File: src/design/ofb_fifo.sv
// Two-entry job queue between the front end and the back end.
module ofb_fifo #(
  parameter int WIDTH = 8
) (
  input  logic             clk_i,
  input  logic             rst_ni,
  input  logic             push_i,
  input  logic [WIDTH-1:0] data_i,
  output logic             full_o,
  input  logic             pop_i,
  output logic             valid_o,
  output logic [WIDTH-1:0] data_o
);

  logic [WIDTH-1:0] mem_q [2];
  logic             wr_ptr_q, rd_ptr_q;
  logic [1:0]       cnt_q;

  assign full_o  = (cnt_q == 2'd2);
  assign valid_o = (cnt_q != 2'd0);
  assign data_o  = mem_q[rd_ptr_q];

  always_ff @(posedge clk_i or negedge rst_ni) begin
    if (!rst_ni) begin
      wr_ptr_q <= 1'b0;
      rd_ptr_q <= 1'b0;
      cnt_q    <= 2'd0;
    end else begin
      if (push_i) wr_ptr_q <= ~wr_ptr_q;
      if (pop_i)  rd_ptr_q <= ~rd_ptr_q;
      if (push_i && !pop_i)      cnt_q <= cnt_q + 2'd1;
      else if (pop_i && !push_i) cnt_q <= cnt_q - 2'd1;
    end
  end

  always_ff @(posedge clk_i) begin
    if (push_i) mem_q[wr_ptr_q] <= data_i;
  end

endmodule

File: config.mk
export PLATFORM = sky130hd
export DESIGN_NAME = ofb_fifo
export DESIGN_NICKNAME = d
export VERILOG_FILES = /design/src/design/ofb_fifo.sv
export SDC_FILE = /design/constraint.sdc
export NUM_CORES = 1
export LEC_CHECK = 0
export BUFFER_PORTS_ARGS = -buffer_cell sky130_fd_sc_hd__buf_4
export CAP_MARGIN = 15
export CORE_MARGIN = 2
export CORE_UTILIZATION = 52
export CTS_CLUSTER_DIAMETER = 50
export CTS_CLUSTER_SIZE = 16
export DETAILED_ROUTE_END_ITERATION = 6
export GPL_ROUTABILITY_DRIVEN = 0
export MAX_ROUTING_LAYER = met4
export PLACE_DENSITY = 0.79
export SETUP_SLACK_MARGIN = 0.4
export SYNTH_ARGS = -nofsm -noshare
export SYNTH_HDL_FRONTEND = slang
export SYNTH_SLANG_ARGS = --single-unit
File: constraint.sdc
create_clock -name clk_i -period 1.9 [get_ports clk_i]
set_input_delay 0.19 -clock clk_i [delete_from_list [all_inputs] [get_ports clk_i]]
set_output_delay 0.19 -clock clk_i [all_outputs]
set_load 0.1 [all_outputs]
== After elaboration in Yosys (flattened, before gate mapping) ==
Memory sizes are Yosys's and may differ from the RTL's.
Index checks and enable logic that the tools add are counted.

* Add/subtract/negate cells: 2
* Equal/unequal tests: 1
* Mux-type cells: 4
* Bitwise gates (word level): 2
* Reduce and logical (&&, ||, !) cells: 6

{| class="wikitable"
|+ Operator list
! kind !! number
|-
| 2-bit two-way mux || 2
|-
| 2-bit nonzero test || 2
|-
| 2-bit by 1-bit adder with 2-bit output, second input constant || 1
|-
| 2-bit == test, second input constant || 1
|-
| 1-bit logical AND || 2
|-
| 1-bit logical NOT || 2
|-
| 1-bit two-way mux || 2
|-
| 1-bit NOT || 2
|-
| 2-bit by 1-bit subtractor with 2-bit output, second input constant || 1
|}

* Bits in registers: 4
* Memory bits (writable): 16
* Input port bits: 12
* Output and inout port bits: 10
* Logic and storage cells: 19
* Memories kept: 1

{| class="wikitable"
|+ Memory list
! memory !! depth !! width !! read ports !! clocked after memory_dff !! wr ports !! line !! RTL
|-
| mem_q || 2 || 8 || 1 || 0 || 1 || 15 || <nowiki>logic [WIDTH-1:0] mem_q [2];</nowiki>
|}

== Depth between registers and ports, before layout ==
* Depth after elaboration: 4
* Gate-level depth with buffers: 5
* Mapped depth without buffers: 5

== Worst setup path before layout ==
OpenSTA, ideal clock, no wires.

* Path type: register to output
* Start point: register cnt_q[0]
* End point: output valid_o
* Data arrival time: 1091 ps
* Data required time: 1710 ps
* Slack: 619 ps
* Cell stages (with the launch flop): 2
* Buffers on the path: 0
* Cell sequence: dfrtp_1 > or2_1

* Word-level cells in the longest chain between the ends: 1

{| class="wikitable"
|+ Ends and longest elaborated chain
! item !! line !! RTL
|-
| from (decl) || 17 || <nowiki>logic [1:0] cnt_q;</nowiki>
|-
| from (signal assigned) || 31 || <nowiki>if (push_i && !pop_i) cnt_q <= cnt_q + 2'd1;</nowiki>
|-
| from (signal assigned) || 32 || <nowiki>else if (pop_i && !push_i) cnt_q <= cnt_q - 2'd1;</nowiki>
|-
| 2-bit nonzero test || 20 || <nowiki>assign valid_o = (cnt_q != 2'd0);</nowiki>
|-
| to (decl) || 11 || <nowiki>output logic valid_o,</nowiki>
|}

No other way between the ends.

== Worst setup path after layout ==
* Start point: register rd_ptr_q
* End point: output data_o[7]

* Word-level cells in the longest chain between the ends: 1

{| class="wikitable"
|+ Ends and longest elaborated chain
! item !! line !! RTL
|-
| from (decl) || 16 || <nowiki>logic wr_ptr_q, rd_ptr_q;</nowiki>
|-
| from (signal assigned) || 30 || <nowiki>if (pop_i) rd_ptr_q <= ~rd_ptr_q;</nowiki>
|-
| memory read 2 x 8 bit || n/a ||
|-
| to (decl) || 12 || <nowiki>output logic [WIDTH-1:0] data_o</nowiki>
|}

No other way between the ends.

==> qor.yml <==
layout:
  areaGrowthSynthToFinish_pct: 43.93
  fin_nets: 85
  antennaDiodeCount: 0
  post_route_cells_drive_above_1_share_pct: 54.93
  layout.filler_cells: 89
job:
  drv_cap: 0
detailed_routing:
  postRouteAntennaNets: 0
  vias_per_cell: 4.931
  remaining_drc_errors: 0
  dr_total_vias: 429
  drt_first_pass_iters: 2
  wl_um: 1254
  dr.first_iter.drc_count: 11
  drt-wirelength-per-cell_um: 14.41
placed_design:
  detailed_place_hpwl_um: 860.3
  total_of_buffers_placed_on_input_and_output_ports: 21
die:
  io_pins: 22
  std_cell_rows: 14
  die_w_um: 43.31
  die_area_mm2: 0.001875
  floorplan.core_area_mm2: 0.001471
  starting_utilization_of_the_core_area_pct: 54.59
  die_height_um: 43.31
clock_tree:
  insertion_delay_ps: 280
  cts_tree: "done"
  ctsRootBufferMaster: "clkbuf_4"
  cts.reportedPaths.clkPinSlew_ps: 100
  max-clock-path-buffers: 2
  htree_levels: 1
  clock-sinks: 20
  cts_inserted_buffers: 3
yosys:
  synthDominantCellAreaShare_pct: 59.81
  synth_largest_area_cell: "edfxtp_1"
  post_synth_edffs: 16
  most_numerous_cell_in_the_yosys_netlist: "edfxtp_1"
  syn_inst: 41
  synthFlopType: "edfxtp_1"
  synth_cell_type_count: 13
  synth.mux.area_fraction_pct: 14.95
  syn-num-nets: 54
  post_synth_and_or_nand_nor_area_fraction_pct: 3.894
  netlist_area_um2: 803.3
  ys_seq_area_share_pct: 72.27
  synth_area_per_inst_um2: 19.59
  synth_compound_area_share_pct: 0
  synth-adder-area-share_pct: 1.558
  synth.cells.most_frequent: "edfxtp_1, mux2_4, dfrtp_1, xor2_1"
  synth-warning-count: 0
  synth-seq-cells: 20
  synthXorXnorAreaFrac_pct: 5.452
  synth_area_leaders: "edfxtp_1, mux2_4, dfrtp_1"
  asyncSetResetFlopFracSynth_pct: 20.00
  dominant_combinational_cell_family_by_area_after_synthesis: "multiplexers"
hold_path:
  worstHoldPathCells: 2
  min_path_type: "in2reg"
setup_path:
  worst_ep_required_time_ps: 1710
  crit_path_max_fanout: 4
  worstSetupStartpointType: "flip-flop"
  crit_type: "reg2out"
  critPathArrivalTime_ps: 1350
  crit_path_end_kind: "output pin"
  worstRegToRegCells: 1
sta:
  finalWorstPathRequiredPeriod_ps: 1541
  clock.fmax_ghz: 0.6491
  final.setup_skew_ps: 1.140
  slew_viol_final: 0
  rsz0062_at_grt: "yes"
  post-route-period-util_pct: 81.09
  worst_slew_pin_slew_ps: 394.8
  max_slew_margin_pct: 73.68
  setup_viol: 0
  hold_viol_final: 0
  totalNegativeSetupSlack_ps: 0
global_routing:
  grt_overflow_total: 0
  largest_net_degree_at_the_start_of_global_routing: 12
  antenna_found_initial: 0
  grt_usage_pct: 16.91
  grt_pass1_vias: 466
  grt_pass1_wl_um: 2180
run_status:
  status: "complete, no violations"
==> critical path: stages, from the launching register on <==
cell     delay, ps
dfrtp_2        450
buf_6          140
mux2_4         310
buf_12         170
==> through the flow <==
stage	cells	setup slack (ps)	util, %	hold WS, ps	instance area (um2)
2_1_floorplan	41	618.8	-	-105.6	803.3
3_3_place_gp	78	493.8	66.41	-13.64	977.2
3_5_place_dp	78	468.8	66.41	-9.958	977.2
4_1_cts	87	368.5	78.57	71.06	1156
5_1_grt	87	322.0	78.57	67.79	1156
6_report	87	359.3	78.57	73.85	1156
==> cells in the final DEF, fill, tap and decap left out, drive strengths merged <==
master       netlist  final
clkinv             0      1
mux2               8      8
edfxtp            16     16
ha                 1      1
dlygate4sd3        0      1
and2b              1      1
and2               1      1
xnor2              1      1
or2                1      1
dfrtp              4      4
xor2               4      4
nor2b              1      1
inv                1      1
clkbuf             0      3
buf                1     26
nor2               1      1
==> timing repair <==
action                                 4_1_cts  5_1_grt
hold buffers                                 1        0
gates resized for setup                     29        0
setup endpoints to repair                    8        8
setup buffers                                4        0
endpoints found under the hold margin        4        0
cloned                                       0        0
==> flip-flops by register name (all words and copies together), names as in the netlist <==
register	count
rd_ptr_q	1
cnt_q	2
wr_ptr_q	1
mem_q	16
==> final timing paths <==
| kind | from | end | slack, ps |
|---|---|---|---|
| setup / recovery | rd_ptr_q$_DFFE_PN0P_ | data_o[7] | 360 |
| hold / removal | pop_i | rd_ptr_q$_DFFE_PN0P_ | 70 |
| setup reg to reg | wr_ptr_q$_DFFE_PN0P_ | mem_q[1][2]$_DFFE_PP_ | 790 |
| hold reg to reg | cnt_q[1]$_DFFE_PN0P_ | cnt_q[1]$_DFFE_PN0P_ | 490 |
| max in group asynchronous | rst_ni | rd_ptr_q$_DFFE_PN0P_ | 1570 |
| min in group asynchronous | rst_ni | wr_ptr_q$_DFFE_PN0P_ | 220 |
==> per-layer routing <==
layer | global-route usage [%] | up-vias | wire, um
met3 | 2.553 | 2 | 40
met1 | 22.19 | 208 | 469
met5 | - | - | 0
met4 | 7.273 | 0 | 10
met2 | 26.27 | 12 | 734
li1 | - | 207 | -
==> kinds of logic after synthesis <==
family                     Yosys count
xor gates and xnor gates             5
DFF                                 20
adders and majority gates            1
buffers and inverters                2
muxes                                8
and+or+nand+nor                      5
==> final cells by class <==
class	count	area, um2	area share, %
inverters	1	3.754	0.3247
repair buffers	27	316.6	27.38
multi-input cells	19	207.7	17.97
clock inverters	1	3.754	0.3247
clock buffers	3	22.52	1.948
well taps	16	20.02	1.732
flip-flops and latches	20	581.8	50.32
Power is not shown: default switching activity piles up to over one toggle a cycle in this logic, so the estimate is an artifact.
