===== src/design/ofb_pkg.sv =====
// Shared codes and types for the overlap feather blend block.
package ofb_pkg;

  // Input item kinds
  localparam logic [1:0] MODE_CLEAR   = 2'd0;
  localparam logic [1:0] MODE_MEASURE = 2'd1;
  localparam logic [1:0] MODE_BLEND   = 2'd2;

  // Blend mode register codes (any other code selects the feather)
  localparam logic [1:0] BLEND_MAX = 2'd0;
  localparam logic [1:0] BLEND_AVG = 2'd1;

  // Configuration register indexes
  localparam logic CFG_BACKGROUND = 1'b0;
  localparam logic CFG_BLEND_MODE = 1'b1;

  // Back-end sequencer states
  typedef enum logic [10:0] {
    S_IDLE  = 11'b000_0000_0001,
    S_DIVN  = 11'b000_0000_0010,
    S_DIVM  = 11'b000_0000_0100,
    S_RAMP  = 11'b000_0000_1000,
    S_MULA  = 11'b000_0001_0000,
    S_SQRTA = 11'b000_0010_0000,
    S_MULB  = 11'b000_0100_0000,
    S_SQRTB = 11'b000_1000_0000,
    S_MIX   = 11'b001_0000_0000,
    S_SUM   = 11'b010_0000_0000,
    S_OUT   = 11'b100_0000_0000
  } back_state_e;

endpackage


===== src/design/ofb_front.sv =====
// Front end: accepts items, keeps the overlap range statistics, classifies blends.
module ofb_front #(
  parameter int PIXEL_BITS = 16,
  parameter int DIST_BITS  = 24
) (
  input  logic                         clk_i,
  input  logic                         rst_ni,
  input  logic                         in_valid_i,
  output logic                         in_ready_o,
  input  logic [1:0]                   mode_i,
  input  logic signed [PIXEL_BITS-1:0] new_value_i,
  input  logic [DIST_BITS-1:0]         new_distance_i,
  input  logic signed [PIXEL_BITS-1:0] merged_value_i,
  input  logic [DIST_BITS-1:0]         merged_distance_i,
  input  logic signed [PIXEL_BITS-1:0] background_i,
  input  logic [1:0]                   blend_mode_i,
  output logic                         job_push_o,
  output logic [2*PIXEL_BITS+4*(DIST_BITS+1):0] job_o,
  input  logic                         job_full_i
);

  localparam int DW = DIST_BITS + 1;

  logic [DIST_BITS-1:0] nmin_q, nmax_q, mmin_q, mmax_q;
  logic [DIST_BITS-1:0] nmin_d, nmax_d, mmin_d, mmax_d;
  logic                 first_q, first_d;
  logic                 accept, both_valid, weighted;
  logic signed [PIXEL_BITS-1:0] simple_res;
  logic signed [PIXEL_BITS:0]   avg_sum;
  logic signed [DW-1:0] dn, rn, dm, rm;

  assign in_ready_o = !job_full_i;
  assign accept     = in_valid_i && in_ready_o;
  assign both_valid = (new_value_i != background_i) && (merged_value_i != background_i);

  always_comb begin
    nmin_d  = nmin_q;
    nmax_d  = nmax_q;
    mmin_d  = mmin_q;
    mmax_d  = mmax_q;
    first_d = first_q;
    if (accept) begin
      case (mode_i)
        ofb_pkg::MODE_CLEAR: begin
          nmin_d  = '0;
          nmax_d  = '0;
          mmin_d  = '0;
          mmax_d  = '0;
          first_d = 1'b1;
        end
        ofb_pkg::MODE_MEASURE: begin
          if (both_valid) begin
            if (first_q) begin
              nmin_d = new_distance_i;
              mmin_d = merged_distance_i;
            end
            first_d = 1'b0;
            if (new_distance_i > nmax_q)    nmax_d = new_distance_i;
            if (new_distance_i < nmin_d)    nmin_d = new_distance_i;
            if (merged_distance_i > mmax_q) mmax_d = merged_distance_i;
            if (merged_distance_i < mmin_d) mmin_d = merged_distance_i;
          end
        end
        default: ;
      endcase
    end
  end

  always_ff @(posedge clk_i or negedge rst_ni) begin
    if (!rst_ni) begin
      nmin_q  <= '0;
      nmax_q  <= '0;
      mmin_q  <= '0;
      mmax_q  <= '0;
      first_q <= 1'b1;
    end else begin
      nmin_q  <= nmin_d;
      nmax_q  <= nmax_d;
      mmin_q  <= mmin_d;
      mmax_q  <= mmax_d;
      first_q <= first_d;
    end
  end

  // Simple results are settled here; the feather case carries its operands
  assign avg_sum = {new_value_i[PIXEL_BITS-1], new_value_i}
                 + {merged_value_i[PIXEL_BITS-1], merged_value_i};

  always_comb begin
    simple_res = merged_value_i;
    weighted   = 1'b0;
    case (blend_mode_i)
      ofb_pkg::BLEND_MAX: begin
        if (new_value_i != background_i && new_value_i > merged_value_i)
          simple_res = new_value_i;
      end
      ofb_pkg::BLEND_AVG: begin
        if (new_value_i != background_i) begin
          if (merged_value_i == background_i) simple_res = new_value_i;
          else simple_res = avg_sum[PIXEL_BITS:1];
        end
      end
      default: begin
        if (new_value_i != background_i) begin
          if (merged_value_i == background_i) simple_res = new_value_i;
          else begin
            // Carry the new pixel in the result slot for the back end
            weighted   = 1'b1;
            simple_res = new_value_i;
          end
        end
      end
    endcase
  end

  assign dn = $signed({1'b0, new_distance_i}) - $signed({1'b0, nmin_q});
  assign rn = $signed({1'b0, nmax_q}) - $signed({1'b0, nmin_q});
  assign dm = $signed({1'b0, merged_distance_i}) - $signed({1'b0, mmin_q});
  assign rm = $signed({1'b0, mmax_q}) - $signed({1'b0, mmin_q});

  assign job_push_o = accept && (mode_i == ofb_pkg::MODE_BLEND);
  assign job_o = {weighted, simple_res, merged_value_i, dn, rn, dm, rm};

endmodule


===== config.mk =====
export PLATFORM = sky130hd
export DESIGN_NAME = ofb_front
export DESIGN_NICKNAME = d
export VERILOG_FILES = /design/src/design/ofb_pkg.sv /design/src/design/ofb_front.sv
export SDC_FILE = /design/constraint.sdc
export NUM_CORES = 1
export LEC_CHECK = 0
export BUFFER_PORTS_ARGS = -buffer_cell sky130_fd_sc_hd__buf_4
export CAP_MARGIN = 10
export CORE_UTILIZATION = 26
export DETAILED_ROUTE_END_ITERATION = 7
export HOLD_SLACK_MARGIN = 0.15
export PLACE_DENSITY = 0.43
export SETUP_SLACK_MARGIN = 0.5
export SYNTH_ARGS = -nofsm -noshare
export SYNTH_HDL_FRONTEND = slang
export SYNTH_SLANG_ARGS = --single-unit

===== constraint.sdc =====
create_clock -name clk_i -period 3.9 [get_ports clk_i]
set_input_delay 0.78 -clock clk_i [delete_from_list [all_inputs] [get_ports clk_i]]
set_output_delay 0.78 -clock clk_i [all_outputs]
set_load 0.02 [all_outputs]

==> Word level (Yosys, flattened, before mapping) <==
Cells that the tools add are included.
{ "totals": {"output_inout_bits": 135, "register_bits": 97, "word_cells": 66, "in_bits": 104} }
{ "classes": {"eq_ne": 9, "addsub": 5, "n_mux": 30, "magnitude_cmp": 5, "reduce_logical": 12} }
{ "op_table": {"columns": ["operator", "n"], "rows": [
  ["$mux W24", 16],
  ["$pmux W24 S2", 4],
  ["$sub A24 B24 Y25", 4],
  ["$mux W16", 4],
  ["$gt A24 B24 Y1", 2],
  ["$lt A24 B24 Y1", 2],
  ["$ne A16 B16 Y1", 2],
  ["$pmux W16 S2", 1],
  ["$add A16 B16 Y17", 1],
  ["$eq A16 B16 Y1", 1],
  ["$gt A16 B16 Y1", 1],
  ["$reduce_and A4 Y1", 2],
  ["$ne A2 B2 Y1 const B", 3],
  ["$eq A2 B1 Y1 const B", 2],
  ["$logic_and A1 B1 Y1", 4],
  ["$logic_not A2 Y1", 2],
  ["$mux W1", 4],
  ["$reduce_and A3 Y1", 1],
  ["$eq A2 B2 Y1 const B", 1],
  ["$pmux W1 S2", 1],
  ["$reduce_bool A2 Y1", 1],
  ["$reduce_or A2 Y1", 1],
  ["$logic_not A1 Y1", 1]
]} }

==> Depth between registers and ports, before layout <==
Gate-level depths: netlist of the first run.
{ "logic_depth": {"depth_word": 9, "mapped_depth": 14, "depth_no_buf": 11} }

==> Least setup slack after synthesis of the first run <==
Ideal clock, no wire load.
{ "synth_path": {"kind": "input port to output port", "from": "input port merged_distance_i[0]", "to": "output port job_o[43]", "arrival_ps": 3429, "stages": 10, "required_ps": 3120, "setup_slack_ps": -309, "path_cell_list": "inv_1 ha_1 fa_1 nor2b_1 o21ai_0 a21boi_0 o211ai_1 a31o_2 o21a_1 o311ai_0"} }
{ "synth_via": {"elab_chain_len": 1} }
{ "synth_rtl": {"columns": ["item", "line", "text"], "rows": [
  ["start: declaration", "ofb_front.sv:14", "input logic [DIST_BITS-1:0] merged_distance_i,"],
  ["$sub A24 B24 Y25", "ofb_front.sv:118", "assign dm = $signed({1'b0, merged_distance_i}) - $signed({1'b0, mmin_q});"],
  ["end: declaration", "ofb_front.sv:18", "output logic [2*PIXEL_BITS+4*(DIST_BITS+1):0] job_o,"]
]} }
Every way passes these cells.

==> Worst setup path after layout of the first run <==
{ "layout_path": {"from": "input port new_value_i[1]", "to": "output port job_o[127]"} }
{ "layout_via": {"elab_chain_len": 4, "elab_cells_between_ends": 9, "cone_classes": "1 x add/sub; 1 x order compare; 1 x eq/ne; 5 x mux; 1 x reduce/logical"} }
{ "layout_rtl": {"columns": ["item", "line", "text"], "rows": [
  ["start: declaration", "ofb_front.sv:11", "input logic signed [PIXEL_BITS-1:0] new_value_i,"],
  ["$add A16 B16 Y17 (tied with other cells)", "ofb_front.sv:87", "+ {merged_value_i[PIXEL_BITS-1], merged_value_i};"],
  ["$mux W16 or $logic_and A1 B1 Y1 (tied branches)", "ofb_front.sv:99, ofb_front.sv:94", null],
  ["$mux W16 (on tied branches)", "ofb_front.sv:98, ofb_front.sv:94", null],
  ["$pmux W16 S2 (*)", "ofb_front.sv:92", "case (blend_mode_i)"]
]} }
Every way passes the cells marked *; elsewhere a longest branch is shown, timed or not.

==> results of run 1 <==
[cell type report]
| class | count | area (um2) | share of cell area (%) |
|---|---|---|---|
| flip-flops and latches | 97 | 2440 | 11.8 |
| clock buffers | 11 | 253 | 1.23 |
| clock inverters | 4 | 51.3 | 0.249 |
| multi-input cells | 1316 | 12000 | 58.4 |
| well taps | 672 | 841 | 4.09 |
| repair buffers | 513 | 4300 | 20.9 |
| inverters | 168 | 672 | 3.27 |
[power by group through the flow]
stage | clock (W) | sequential, W | combinational, W
after floorplan | 0 | 0.00137 | 0.00478
after global placement | 0 | 0.00145 | 0.00765
after detailed placement | 0 | 0.00145 | 0.00768
after CTS | 0.000993 | 0.00145 | 0.00879
after global routing | 0.00103 | 0.00149 | 0.0101
final | 0.000961 | 0.00146 | 0.00931
[per-stage QoR]
| step | cell area, um2 | cells |
|---|---|---|
| global placement | 17600 | 2681 |
| finish | 20600 | 2781 |
| floorplan | 13800 | 1642 |
| global route | 20600 | 2781 |
| CTS | 19600 | 2737 |
| detailed placement | 17600 | 2681 |
[cells in the final DEF, fill, tap and decap left out, types with 9 or more instances in the layout]
cell type and n:
sky130_fd_sc_hd__nand2b_1 13, sky130_fd_sc_hd__nor4_1 9, sky130_fd_sc_hd__o21a_1 33, sky130_fd_sc_hd__nor3_1 27
sky130_fd_sc_hd__inv_1 140, sky130_fd_sc_hd__nand4_1 29, sky130_fd_sc_hd__nor2b_4 11, sky130_fd_sc_hd__nor2_1 80
sky130_fd_sc_hd__a21o_1 53, sky130_fd_sc_hd__dfrtp_1 92, sky130_fd_sc_hd__nand3_1 36, sky130_fd_sc_hd__a211oi_1 10
sky130_fd_sc_hd__nand3_2 9, sky130_fd_sc_hd__a21oi_2 36, sky130_fd_sc_hd__o211ai_1 27, sky130_fd_sc_hd__xnor2_1 38
sky130_fd_sc_hd__o21ai_0 43, sky130_fd_sc_hd__xor2_1 49, sky130_fd_sc_hd__buf_4 419, sky130_fd_sc_hd__clkbuf_16 10
sky130_fd_sc_hd__ha_4 47, sky130_fd_sc_hd__ha_1 169, sky130_fd_sc_hd__inv_2 21, sky130_fd_sc_hd__buf_6 83
sky130_fd_sc_hd__nor2b_1 13, sky130_fd_sc_hd__o21ai_1 9, sky130_fd_sc_hd__and3_1 11, sky130_fd_sc_hd__a22o_1 82
sky130_fd_sc_hd__xnor2_2 12, sky130_fd_sc_hd__o21ai_2 13, sky130_fd_sc_hd__mux2i_1 52, sky130_fd_sc_hd__a21oi_1 79
sky130_fd_sc_hd__a21oi_4 16, sky130_fd_sc_hd__nand2_1 82
[how the worst min path moves through the flow]
| stage | endpoint | slack, ps | cells past startpoint |
|---|---|---|---|
| global route | mmin_q[21] | 540 | 1 |
| floorplan | mmax_q[0] | 480 | 0 |
| detailed placement | mmin_q[4] | 500 | 1 |
| global placement | mmin_q[3] | 510 | 1 |
| CTS | mmin_q[4] | 530 | 1 |
| finish | nmin_q[17] | 530 | 1 |
[layer usage]
layer | track usage (%) | share of wire, % | wire [um] | vias to the layer above
met5 | 0 | 0 | 0 | -
met4 | 4.38 | 2.0 | 1030 | 0
met3 | 1.82 | 2.8 | 1460 | 55
met1 | 25.4 | 46 | 24000 | 6844
met2 | 33.2 | 49 | 25200 | 243
li1 | - | - | - | 6988
[flip-flops by register name, summed over array words and instances (netlist names)]
register	cells
nmin_q	24
first_q	1
mmin_q	24
nmax_q	24
mmax_q	24
[cell families (layout without fill, tap and decap cells)]
group                      Yosys count  in the layout  synth area share, %
AOI/OAI and AO/OA                  535            535                 27.6
xor gates and xnor gates           104            104                 6.82
adders and majority gates          227            227                 21.6
buffers and inverters              229            696                 7.02
DFF                                 97             97                 18.2
muxes                               53             53                 3.97
and+or+nand+nor                    397            397                 14.8
[critical path, stage by stage]
cell and delay (ps):
sky130_fd_sc_hd__buf_4 120, sky130_fd_sc_hd__buf_4 130, sky130_fd_sc_hd__ha_1 310, sky130_fd_sc_hd__nor2b_1 140, sky130_fd_sc_hd__o21a_1 160, sky130_fd_sc_hd__o21ai_1 180
sky130_fd_sc_hd__a211oi_2 120, sky130_fd_sc_hd__or4_4 430, sky130_fd_sc_hd__and2_4 180, sky130_fd_sc_hd__and3_4 170, sky130_fd_sc_hd__or4_4 420, sky130_fd_sc_hd__buf_6 150
[repair_timing]
item,in CTS,in global routing
endpoints found under the setup margin,161,126
resized for setup,288,140
setup buffers,39,43
gates cloned,2,1
pin swaps,131,97
hold buffers,0,0
==> results.py, run 1 <==
metrics = {
    "status": {
        "status": "finished, violations left",
        "violations": "setup timing",
    },
    "pwr": {
        "total_power_w": 0.0117,
        "power.sequential.fraction_pct": 12.4,
        "switchingPower_w": 0.00549,
        "static-leakage-power_nw": 9.43,
        "power_density_mw_per_mm2": 570,
        "clock_power_share_pct": 8.2,
        "switching_share_pct": 46.8,
        "cell_internal_pwr_w": 0.00623,
        "power.combinational.fraction_pct": 79.4,
        "vdd.ir_drop.worst_uv": 479,
    },
    "die": {
        "chipHeight_um": 229,
        "core-area_mm2": 0.0504,
        "rows": 82,
        "die-area_mm2": 0.0523,
        "boundaryPins": 239,
        "fp.dieW_um": 229,
        "start_util_pct": 26.5,
    },
    "sta": {
        "finalSetupViolCount": 20,
        "postLayoutSetupSlackWorst_ps": -175,
        "slew_headroom_pct": 30.1,
        "timing.fmax_mhz": 245,
        "timing.setup.tns_ps": -1840,
        "grt_setup_unrepaired": "true",
        "finalMaxSlewViolations": 0,
        "timing_hold_violations_final": 0,
        "finalClockSkew_ps": 7.76,
        "layout_min_cycle_time_ps": 4070,
        "min_period_over_period_pct": 104,
        "worst_hold_slack_ps": 530,
        "worst-slew-pin-transition_ps": 1050,
    },
    "clock_network": {
        "ctsRootBufferMaster": "sky130_fd_sc_hd__clkbuf_16",
        "total_cts_buffers": 9,
        "cts.reportedPaths.clkPinSlew_ps": 70,
        "cts_tree": "done",
        "worstSkewPairLatency_ps": 360,
        "ctsHtreeMaxLevel": 3,
        "numClockSinks": 97,
        "worst_case_clock_buffer_depth": 2,
    },
    "yosys": {
        "synth.avg_cell_area_um2": 8.13,
        "number_of_enable_flip_flop_cells_after_synthesis": 0,
        "synthesis.nets": 1973,
        "yosys_warnings": 0,
        "synth_commonest_cells": "sky130_fd_sc_hd__ha_1, sky130_fd_sc_hd__inv_1, sky130_fd_sc_hd__a21oi_1",
        "synth_area_leader_cell": "sky130_fd_sc_hd__ha_1",
        "synthMostInstantiatedCell": "sky130_fd_sc_hd__ha_1",
        "postSynthCellCount": 1642,
        "most_instantiated_flip_flop_cell_in_the_synthesis_netlist": "sky130_fd_sc_hd__dfrtp_1",
        "yosysSeqAreaShare_pct": 18.2,
        "post_synthesis_cell_area_mm2": 0.0133,
        "synth_top_cell_area_share_pct": 20.8,
        "synth_top_cells_by_area": "sky130_fd_sc_hd__ha_1, sky130_fd_sc_hd__dfrtp_1, sky130_fd_sc_hd__a22o_1",
        "synth_unique_cells": 73,
        "synth_async_sr_flop_share_pct": 100,
        "ff_latch_count_synth": 97,
    },
    "hold_path": {
        "holdCritPathClass": "register to register",
        "min_from": "nmin_q[17]",
    },
    "critical_path": {
        "cp_data_arrival_time_ps": 3290,
        "worstPathRequired_ps": 3120,
        "critPathLaunchType": "primary input",
        "r2r_setup_slack_ps": 710,
        "worst-r2r-cell-count": 11,
        "rr_startpoint": "first_q",
        "crit_path_start": "new_value_i[1]",
        "worstSetupEndpointType": "output pin",
        "path_max_fanout": 5,
        "timing.rr.end": "mmin_q[1]",
        "worstSetupEndpoint": "job_o[127]",
        "critPathKind": "primary input to output pin",
    },
    "detailed_routing": {
        "wl_mm": 51.7,
        "detailroute.via_count": 14130,
        "drtAntennaViolNets": 0,
        "vias_per_cell": 5.08,
        "routedWlPerCell_um": 18.6,
        "drc": 0,
        "first_pass_iters": 5,
        "number_of_drc_markers_after_the_initial_detailed_route_iteration": 651,
    },
    "final_layout": {
        "insertedDiodeCount": 0,
        "final_cell_utilization_of_the_core_pct": 40.8,
        "total_nets_final": 2436,
        "fillerInstances": 5041,
        "fraction_of_final_layout_cells_with_drive_strength_greater_than_1_pct": 40.1,
        "area_delta_synth_final_pct": 54.1,
    },
    "global_routing": {
        "grt_pass1_wl_mm": 80.0,
        "grt_overflow": 0,
        "gr-usage-all-layers_pct": 19.1,
        "pin_count_of_the_biggest_net_entering_global_routing": 72,
        "initial_antenna_violation_count": 0,
        "vias_in_the_first_global_route": 14159,
    },
    "placement": {
        "preCtsSetupSlack_ps": -320,
        "gpl_wtd_cong": 0.882,
        "port-buffer-count": 238,
        "half_perimeter_wire_length_after_placement_mm": 40.8,
    },
    "flow_run": {
        "max_cap_violations": 0,
    },
}
Note: power is estimated with default switching activity, not from simulation.
==> run 2: changes to the inputs <==
Settings changed: ABC_AREA set to 1, PLACE_DENSITY 0.43 to 0.42.
==> run 2 against run 1 <==
Against the previous run:
- the run now ends clean
- via count is 18% higher
- power is 12% lower
- register-to-register slack better by 20 ps
- largest cell class unchanged
- sequential share of layout area is 0.37 points higher
- wire length is 13% higher
- clock power is 5.7% lower
- critical endpoint is now job_o[131]
- first-iteration DRC count is 28% higher
- area after synthesis is 13% higher
- highest routed layer unchanged
- final area is 3.1% lower
- largest power group unchanged
- non-clock buffer count is 199 lower
- fmax is 19% higher
- final cell count is 24% higher
==> results.py, run 2 <==
metrics = {
    "status": {
        "status": "complete, no violations",
    },
    "critical_path": {
        "worst_path_max_delay_cell": "sky130_fd_sc_hd__ha_4",
        "critPathKind": "primary input to output pin",
        "timing.critical_path.cells": "buf_8, clkinvlp_4, ha_4, nand2_4, nor3_4, buf_4, nand4_1, nor2_2, nor2_4, nand3_4, buf_6, nand2_2, nand3_2, nand3_2, buf_6",
        "number_of_buffer_and_inverter_instances_along_the_worst_setup_path": 5,
        "timing.rr.end": "mmin_q[14]",
        "critPathLaunchType": "primary input",
        "cp_data_arrival_time_ps": 2640,
        "path_max_fanout": 6,
        "worst_path_dominant_cell_family": "simple AND/OR/NAND/NOR gates",
        "worstSetupEndpointType": "output pin",
        "r2r_setup_slack_ps": 730,
        "cp_slowest_stage_delay_ps": 310,
        "worstPathRequired_ps": 3120,
        "rr_startpoint": "first_q",
        "worst-r2r-cell-count": 13,
    },
    "global_routing": {
        "grt_overflow": 0,
        "vias_in_the_first_global_route": 16238,
        "pin_count_of_the_biggest_net_entering_global_routing": 55,
        "gr-usage-all-layers_pct": 19.1,
        "initial_antenna_violation_count": 0,
        "grt_pass1_wl_mm": 89.8,
    },
    "clock_network": {
        "worstSkewPairLatency_ps": 390,
        "ctsHtreeMaxLevel": 3,
        "numClockSinks": 97,
        "cts-hold-fix-buffers": 0,
        "ctsRootBufferMaster": "sky130_fd_sc_hd__clkbuf_16",
        "cts_tree": "done",
        "cts.reportedPaths.clkPinSlew_ps": 70,
        "total_cts_buffers": 9,
        "worst_case_clock_buffer_depth": 2,
    },
    "yosys": {
        "synth_top_cell_area_share_pct": 18.3,
        "synth.avg_cell_area_um2": 6.22,
        "synth_async_sr_flop_share_pct": 100,
        "number_of_enable_flip_flop_cells_after_synthesis": 0,
        "synth_area_leader_cell": "sky130_fd_sc_hd__ha_1",
        "synth_top_cells_by_area": "sky130_fd_sc_hd__ha_1, sky130_fd_sc_hd__nand2_1, sky130_fd_sc_hd__dfrtp_1",
        "synth_unique_cells": 37,
        "most_instantiated_flip_flop_cell_in_the_synthesis_netlist": "sky130_fd_sc_hd__dfrtp_1",
        "yosysSeqAreaShare_pct": 16.0,
        "post_synthesis_cell_area_mm2": 0.0152,
        "postSynthCellCount": 2434,
        "synthMostInstantiatedCell": "sky130_fd_sc_hd__nand2_1",
        "synth_commonest_cells": "sky130_fd_sc_hd__nand2_1, sky130_fd_sc_hd__inv_1, sky130_fd_sc_hd__nand3_1",
        "synthesis.nets": 2765,
        "ff_latch_count_synth": 97,
        "yosys_warnings": 0,
    },
    "sta": {
        "grt_setup_unrepaired": "true",
        "worst_hold_slack_ps": 458,
        "finalSetupViolCount": 0,
        "finalMaxSlewViolations": 0,
        "timing_hold_violations_final": 0,
        "timing.fmax_mhz": 293,
        "layout_min_cycle_time_ps": 3420,
        "min_period_over_period_pct": 87.6,
        "slew_headroom_pct": 49.9,
        "finalClockSkew_ps": 12.2,
        "timing.setup.tns_ps": 0,
        "worst-slew-pin-transition_ps": 752,
    },
    "final_layout": {
        "post-route-cell-area_mm2": 0.0199,
        "multiInputGateArea_mm2": 0.0125,
        "layout.cells.most_common": "sky130_fd_sc_hd__nand2_1",
        "area_delta_synth_final_pct": 31.6,
        "fillerInstances": 6272,
        "fraction_of_final_layout_cells_with_drive_strength_greater_than_1_pct": 23.3,
        "total_nets_final": 3007,
        "fin_cells": 3445,
        "insertedDiodeCount": 0,
        "sequential_cell_area_mm2": 0.00243,
        "layout_common_cells": "sky130_fd_sc_hd__nand2_1, sky130_fd_sc_hd__inv_1, sky130_fd_sc_hd__buf_4",
    },
    "detailed_routing": {
        "routedWlPerCell_um": 16.9,
        "detailroute.via_count": 16720,
        "wl_mm": 58.2,
        "drc": 0,
        "first_pass_iters": 6,
        "drtAntennaViolNets": 0,
        "number_of_drc_markers_after_the_initial_detailed_route_iteration": 833,
        "vias_per_cell": 4.85,
    },
    "die": {
        "rows": 88,
        "fp.dieW_um": 243,
        "boundaryPins": 239,
        "core-area_mm2": 0.0576,
        "chipHeight_um": 243,
        "start_util_pct": 26.3,
        "die-area_mm2": 0.0592,
    },
    "pwr": {
        "vdd.ir_drop.worst_uv": 328,
        "static-leakage-power_nw": 10.1,
        "power_density_mw_per_mm2": 517,
        "total_power_w": 0.0103,
    },
    "placement": {
        "half_perimeter_wire_length_after_placement_mm": 45.7,
        "port-buffer-count": 238,
        "dp_cells": 3397,
        "post_place_cell_area_mm2": 0.0178,
        "gpl_wtd_cong": 0.870,
    },
    "flow_run": {
        "max_cap_violations": 0,
    },
    "hold_path": {
        "holdCritPathClass": "primary input to asynchronous set/reset pin",
    },
}
[run 2: cell types whose count changed in the layout (fill, tap and decap cells not counted), moves of 52 or more]
cell | previous run | this run
sky130_fd_sc_hd__o21ai_0 | 43 | 103
sky130_fd_sc_hd__inv_1 | 140 | 308
sky130_fd_sc_hd__a22o_1 | 82 | 0
sky130_fd_sc_hd__nand3_1 | 36 | 269
sky130_fd_sc_hd__buf_6 | 83 | 19
sky130_fd_sc_hd__nand2_1 | 82 | 653
sky130_fd_sc_hd__mux2i_1 | 52 | 0
sky130_fd_sc_hd__buf_4 | 419 | 285
[run 2: cell families after synthesis]
logic type / share of synthesized area (%)
simple gates: 33.7
buf+inv: 11.4
xor+xnor: 6.99
fa+ha+maj: 19.0
compound gates: 12.9
flops: 16.0
[run 2: cell type report]
type / instances / area share (%)
clock inverters: 6 / 0.220
inverters: 336 / 6.36
well taps: 765 / 4.80
repair buffers: 314 / 12.8
clock buffers: 9 / 1.13
flip-flops and latches: 97 / 12.2
multi-input cells: 1918 / 62.5
[run 2: how the worst max path moves through the flow]
stage,slack (ps),cells after the start,from,end
finish,480,15,merged_value_i[7],job_o[131]
global route,380,15,merged_value_i[7],job_o[129]
CTS,430,9,mmin_q[17],job_o[22]
detailed placement,100,16,merged_value_i[14],job_o[129]
global placement,130,16,merged_value_i[14],job_o[129]
floorplan,520,10,new_distance_i[0],job_o[93]
[run 2: routing by layer]
metal | GRT usage (%) | vias to the layer above | part of all wire, %
met1 | 26.7 | 7851 | 49
met5 | 0 | - | 0
met3 | 2.09 | 53 | 4.2
li1 | - | 8438 | -
met4 | 5.03 | 0 | 1.7
met2 | 30.9 | 378 | 45
[run 2: report_power, final]
part	leakage [nW]	switching (W)	internal (W)
clock	0.137	0.000471	0.000435
combinational	8.65	0.00487	0.00318
sequential	1.30	0.000170	0.00117
[run 2: per-stage QoR]
| stage | setup slack (ps) | utilization (%) |
|---|---|---|
| after floorplan | 517 | - |
| final | 484 | 34.6 |
| after global placement | 132 | 31.0 |
| after global routing | 379 | 34.6 |
| after detailed placement | 102 | 31.0 |
| after CTS | 430 | 32.6 |
[run 2: timing repair]
action / CTS / global route
gates cloned: 1 / 1
pin swaps: 17 / 40
setup buffers: 13 / 18
resized for setup: 133 / 227
endpoints found under the setup margin: 65 / 93
==> run 3: changes to the inputs <==
Settings changed: CORE_UTILIZATION 26 to 54, PLACE_DENSITY 0.42 to 0.78.
==> run 3 against run 2 <==
Against the previous run:
- global-route usage is 15 points higher
- largest power group unchanged
- largest cell class unchanged
- final area fell by 4.1%
- sequential power about the same
- register-to-register slack gained 60 ps
- sequential cell count unchanged
- count of clock-buffer cells in the layout unchanged
- via count grew 4.2%
- utilization up 36 points
- non-clock buffer count shrank 17
- wire length is 13% lower
- clock skew grew 11 ps
- clock power increased by 0.9%
==> results.py, run 3 (synthesis gave the netlist of run 2 again) <==
metrics = {
    "sta": {
        "timing.setup.tns_ps": 0,
        "finalSetupViolCount": 0,
        "timing_hold_violations_final": 0,
        "slew_headroom_pct": 32.2,
        "layout_min_cycle_time_ps": 3460,
        "worst-slew-pin-transition_ps": 1020,
        "finalMaxSlewViolations": 0,
        "worst_hold_slack_ps": 505,
        "timing.fmax_mhz": 289,
        "grt_setup_unrepaired": "true",
        "min_period_over_period_pct": 88.8,
        "finalClockSkew_ps": 23.4,
    },
    "clock_network": {
        "ctsHtreeMaxLevel": 3,
        "total_cts_buffers": 9,
        "numClockSinks": 97,
        "cts_tree": "done",
        "cts-hold-fix-buffers": 0,
        "worst_case_clock_buffer_depth": 2,
        "ctsRootBufferMaster": "sky130_fd_sc_hd__clkbuf_16",
        "worstSkewPairLatency_ps": 360,
        "cts.reportedPaths.clkPinSlew_ps": 80,
    },
    "status": {
        "status": "complete, no violations",
    },
    "critical_path": {
        "worstPathRequired_ps": 3120,
        "worst-r2r-cell-count": 13,
        "path_max_fanout": 6,
        "worstSetupEndpointType": "output pin",
        "r2r_setup_slack_ps": 790,
        "critPathKind": "primary input to output pin",
        "number_of_buffer_and_inverter_instances_along_the_worst_setup_path": 6,
        "worst_path_dominant_cell_family": "simple AND/OR/NAND/NOR gates",
        "cp.depth": 15,
        "cp_data_arrival_time_ps": 2680,
        "worst_path_max_delay_cell": "sky130_fd_sc_hd__ha_4",
        "critPathLaunchType": "primary input",
        "timing.critical_path.cells": "buf_4, inv_1, ha_4, nand2_2, nor3_4, inv_1, nor2_2, nor2_4, nand3_4, buf_12, buf_12, nand2_1, nand3_2, nand3_2, buf_6",
        "cp_slowest_stage_delay_ps": 330,
    },
    "die": {
        "start_util_pct": 55.6,
        "boundaryPins": 239,
        "chipHeight_um": 170,
        "die-area_mm2": 0.0287,
        "fp.dieW_um": 170,
        "core-area_mm2": 0.0273,
        "rows": 60,
    },
    "placement": {
        "gpl_wtd_cong": 0.979,
        "post_place_cell_area_mm2": 0.0172,
        "dp_cells": 2995,
        "port-buffer-count": 238,
        "half_perimeter_wire_length_after_placement_mm": 37.7,
    },
    "final_layout": {
        "sequential_cell_area_mm2": 0.00244,
        "post-route-cell-area_mm2": 0.0191,
        "total_nets_final": 2991,
        "area_delta_synth_final_pct": 26.1,
        "layout.cells.most_common": "sky130_fd_sc_hd__nand2_1",
        "insertedDiodeCount": 0,
        "fraction_of_final_layout_cells_with_drive_strength_greater_than_1_pct": 21.4,
        "fin_cells": 3037,
        "layout_common_cells": "sky130_fd_sc_hd__nand2_1, sky130_fd_sc_hd__inv_1, sky130_fd_sc_hd__nand3_1",
        "multiInputGateArea_mm2": 0.0122,
        "fillerInstances": 2356,
    },
    "global_routing": {
        "vias_in_the_first_global_route": 16053,
        "grt_overflow": 0,
        "initial_antenna_violation_count": 0,
        "gr-usage-all-layers_pct": 33.7,
        "grt_pass1_wl_mm": 79.0,
        "pin_count_of_the_biggest_net_entering_global_routing": 76,
    },
    "flow_run": {
        "max_cap_violations": 0,
    },
    "pwr": {
        "static-leakage-power_nw": 9.94,
        "total_power_w": 0.0100,
        "power_density_mw_per_mm2": 524,
        "vdd.ir_drop.worst_uv": 342,
    },
    "detailed_routing": {
        "detailroute.via_count": 17424,
        "wl_mm": 50.6,
        "vias_per_cell": 5.74,
        "first_pass_iters": 6,
        "drtAntennaViolNets": 0,
        "number_of_drc_markers_after_the_initial_detailed_route_iteration": 1764,
        "routedWlPerCell_um": 16.7,
        "drc": 0,
    },
    "hold_path": {
        "worstHoldPathCells": 2,
        "holdCritPathClass": "register to register",
    },
}
==> run 3: per-stage QoR <==
step           setup WS [ps]  util (%)
2_1_floorplan            517         -
3_3_place_gp             233      63.1
3_5_place_dp             228      63.1
4_1_cts                  405      65.9
5_1_grt                  388      70.1
6_report                 437      70.1
==> run 3: final timing paths <==
check                                  start          to
max                        merged_value_i[8]  job_o[129]
min                               mmin_q[16]  mmin_q[16]
max reg2reg                          first_q  nmin_q[17]
min reg2reg                       mmin_q[16]  mmin_q[16]
max in group asynchronous             rst_ni   mmin_q[1]
min in group asynchronous             rst_ni   nmax_q[3]
==> run 3: metal layers <==
metal / global-route usage (%) / wire length [um]
met1: 47.1 / 22200
met2: 55.0 / 23400
met3: 3.01 / 3690
met4: 10.1 / 1350
met5: 0 / 0
==> run 3: tightest hold or removal path, cell delays in order, from the launching register on <==
cell and delay, ps:
sky130_fd_sc_hd__dfrtp_1 360, sky130_fd_sc_hd__nand2_1 60, sky130_fd_sc_hd__nand2_1 60
==> run 3: layout make-up <==
type                    count  area share (%)
clock buffers               9            1.18
clock inverters             7           0.367
inverters                 336            6.80
multi-input cells        1919            63.9
flip-flops and latches     97            12.7
well taps                 372            2.44
repair buffers            297            12.6
==> run 3: timing repair <==
item | 4_1_cts | 5_1_grt
setup endpoints to repair | 42 | 106
gates cloned | 2 | 0
buffers inserted | 6 | 18
resized for setup | 76 | 258
pin swaps | 14 | 55
==> run 3: power by group <==
part,leakage [nW],switching [W],internal (W)
Combinational,8.51,0.00471,0.00304
Sequential,1.30,0.000171,0.00117
Clock,0.135,0.000463,0.000451
Total,9.94,0.00534,0.00467
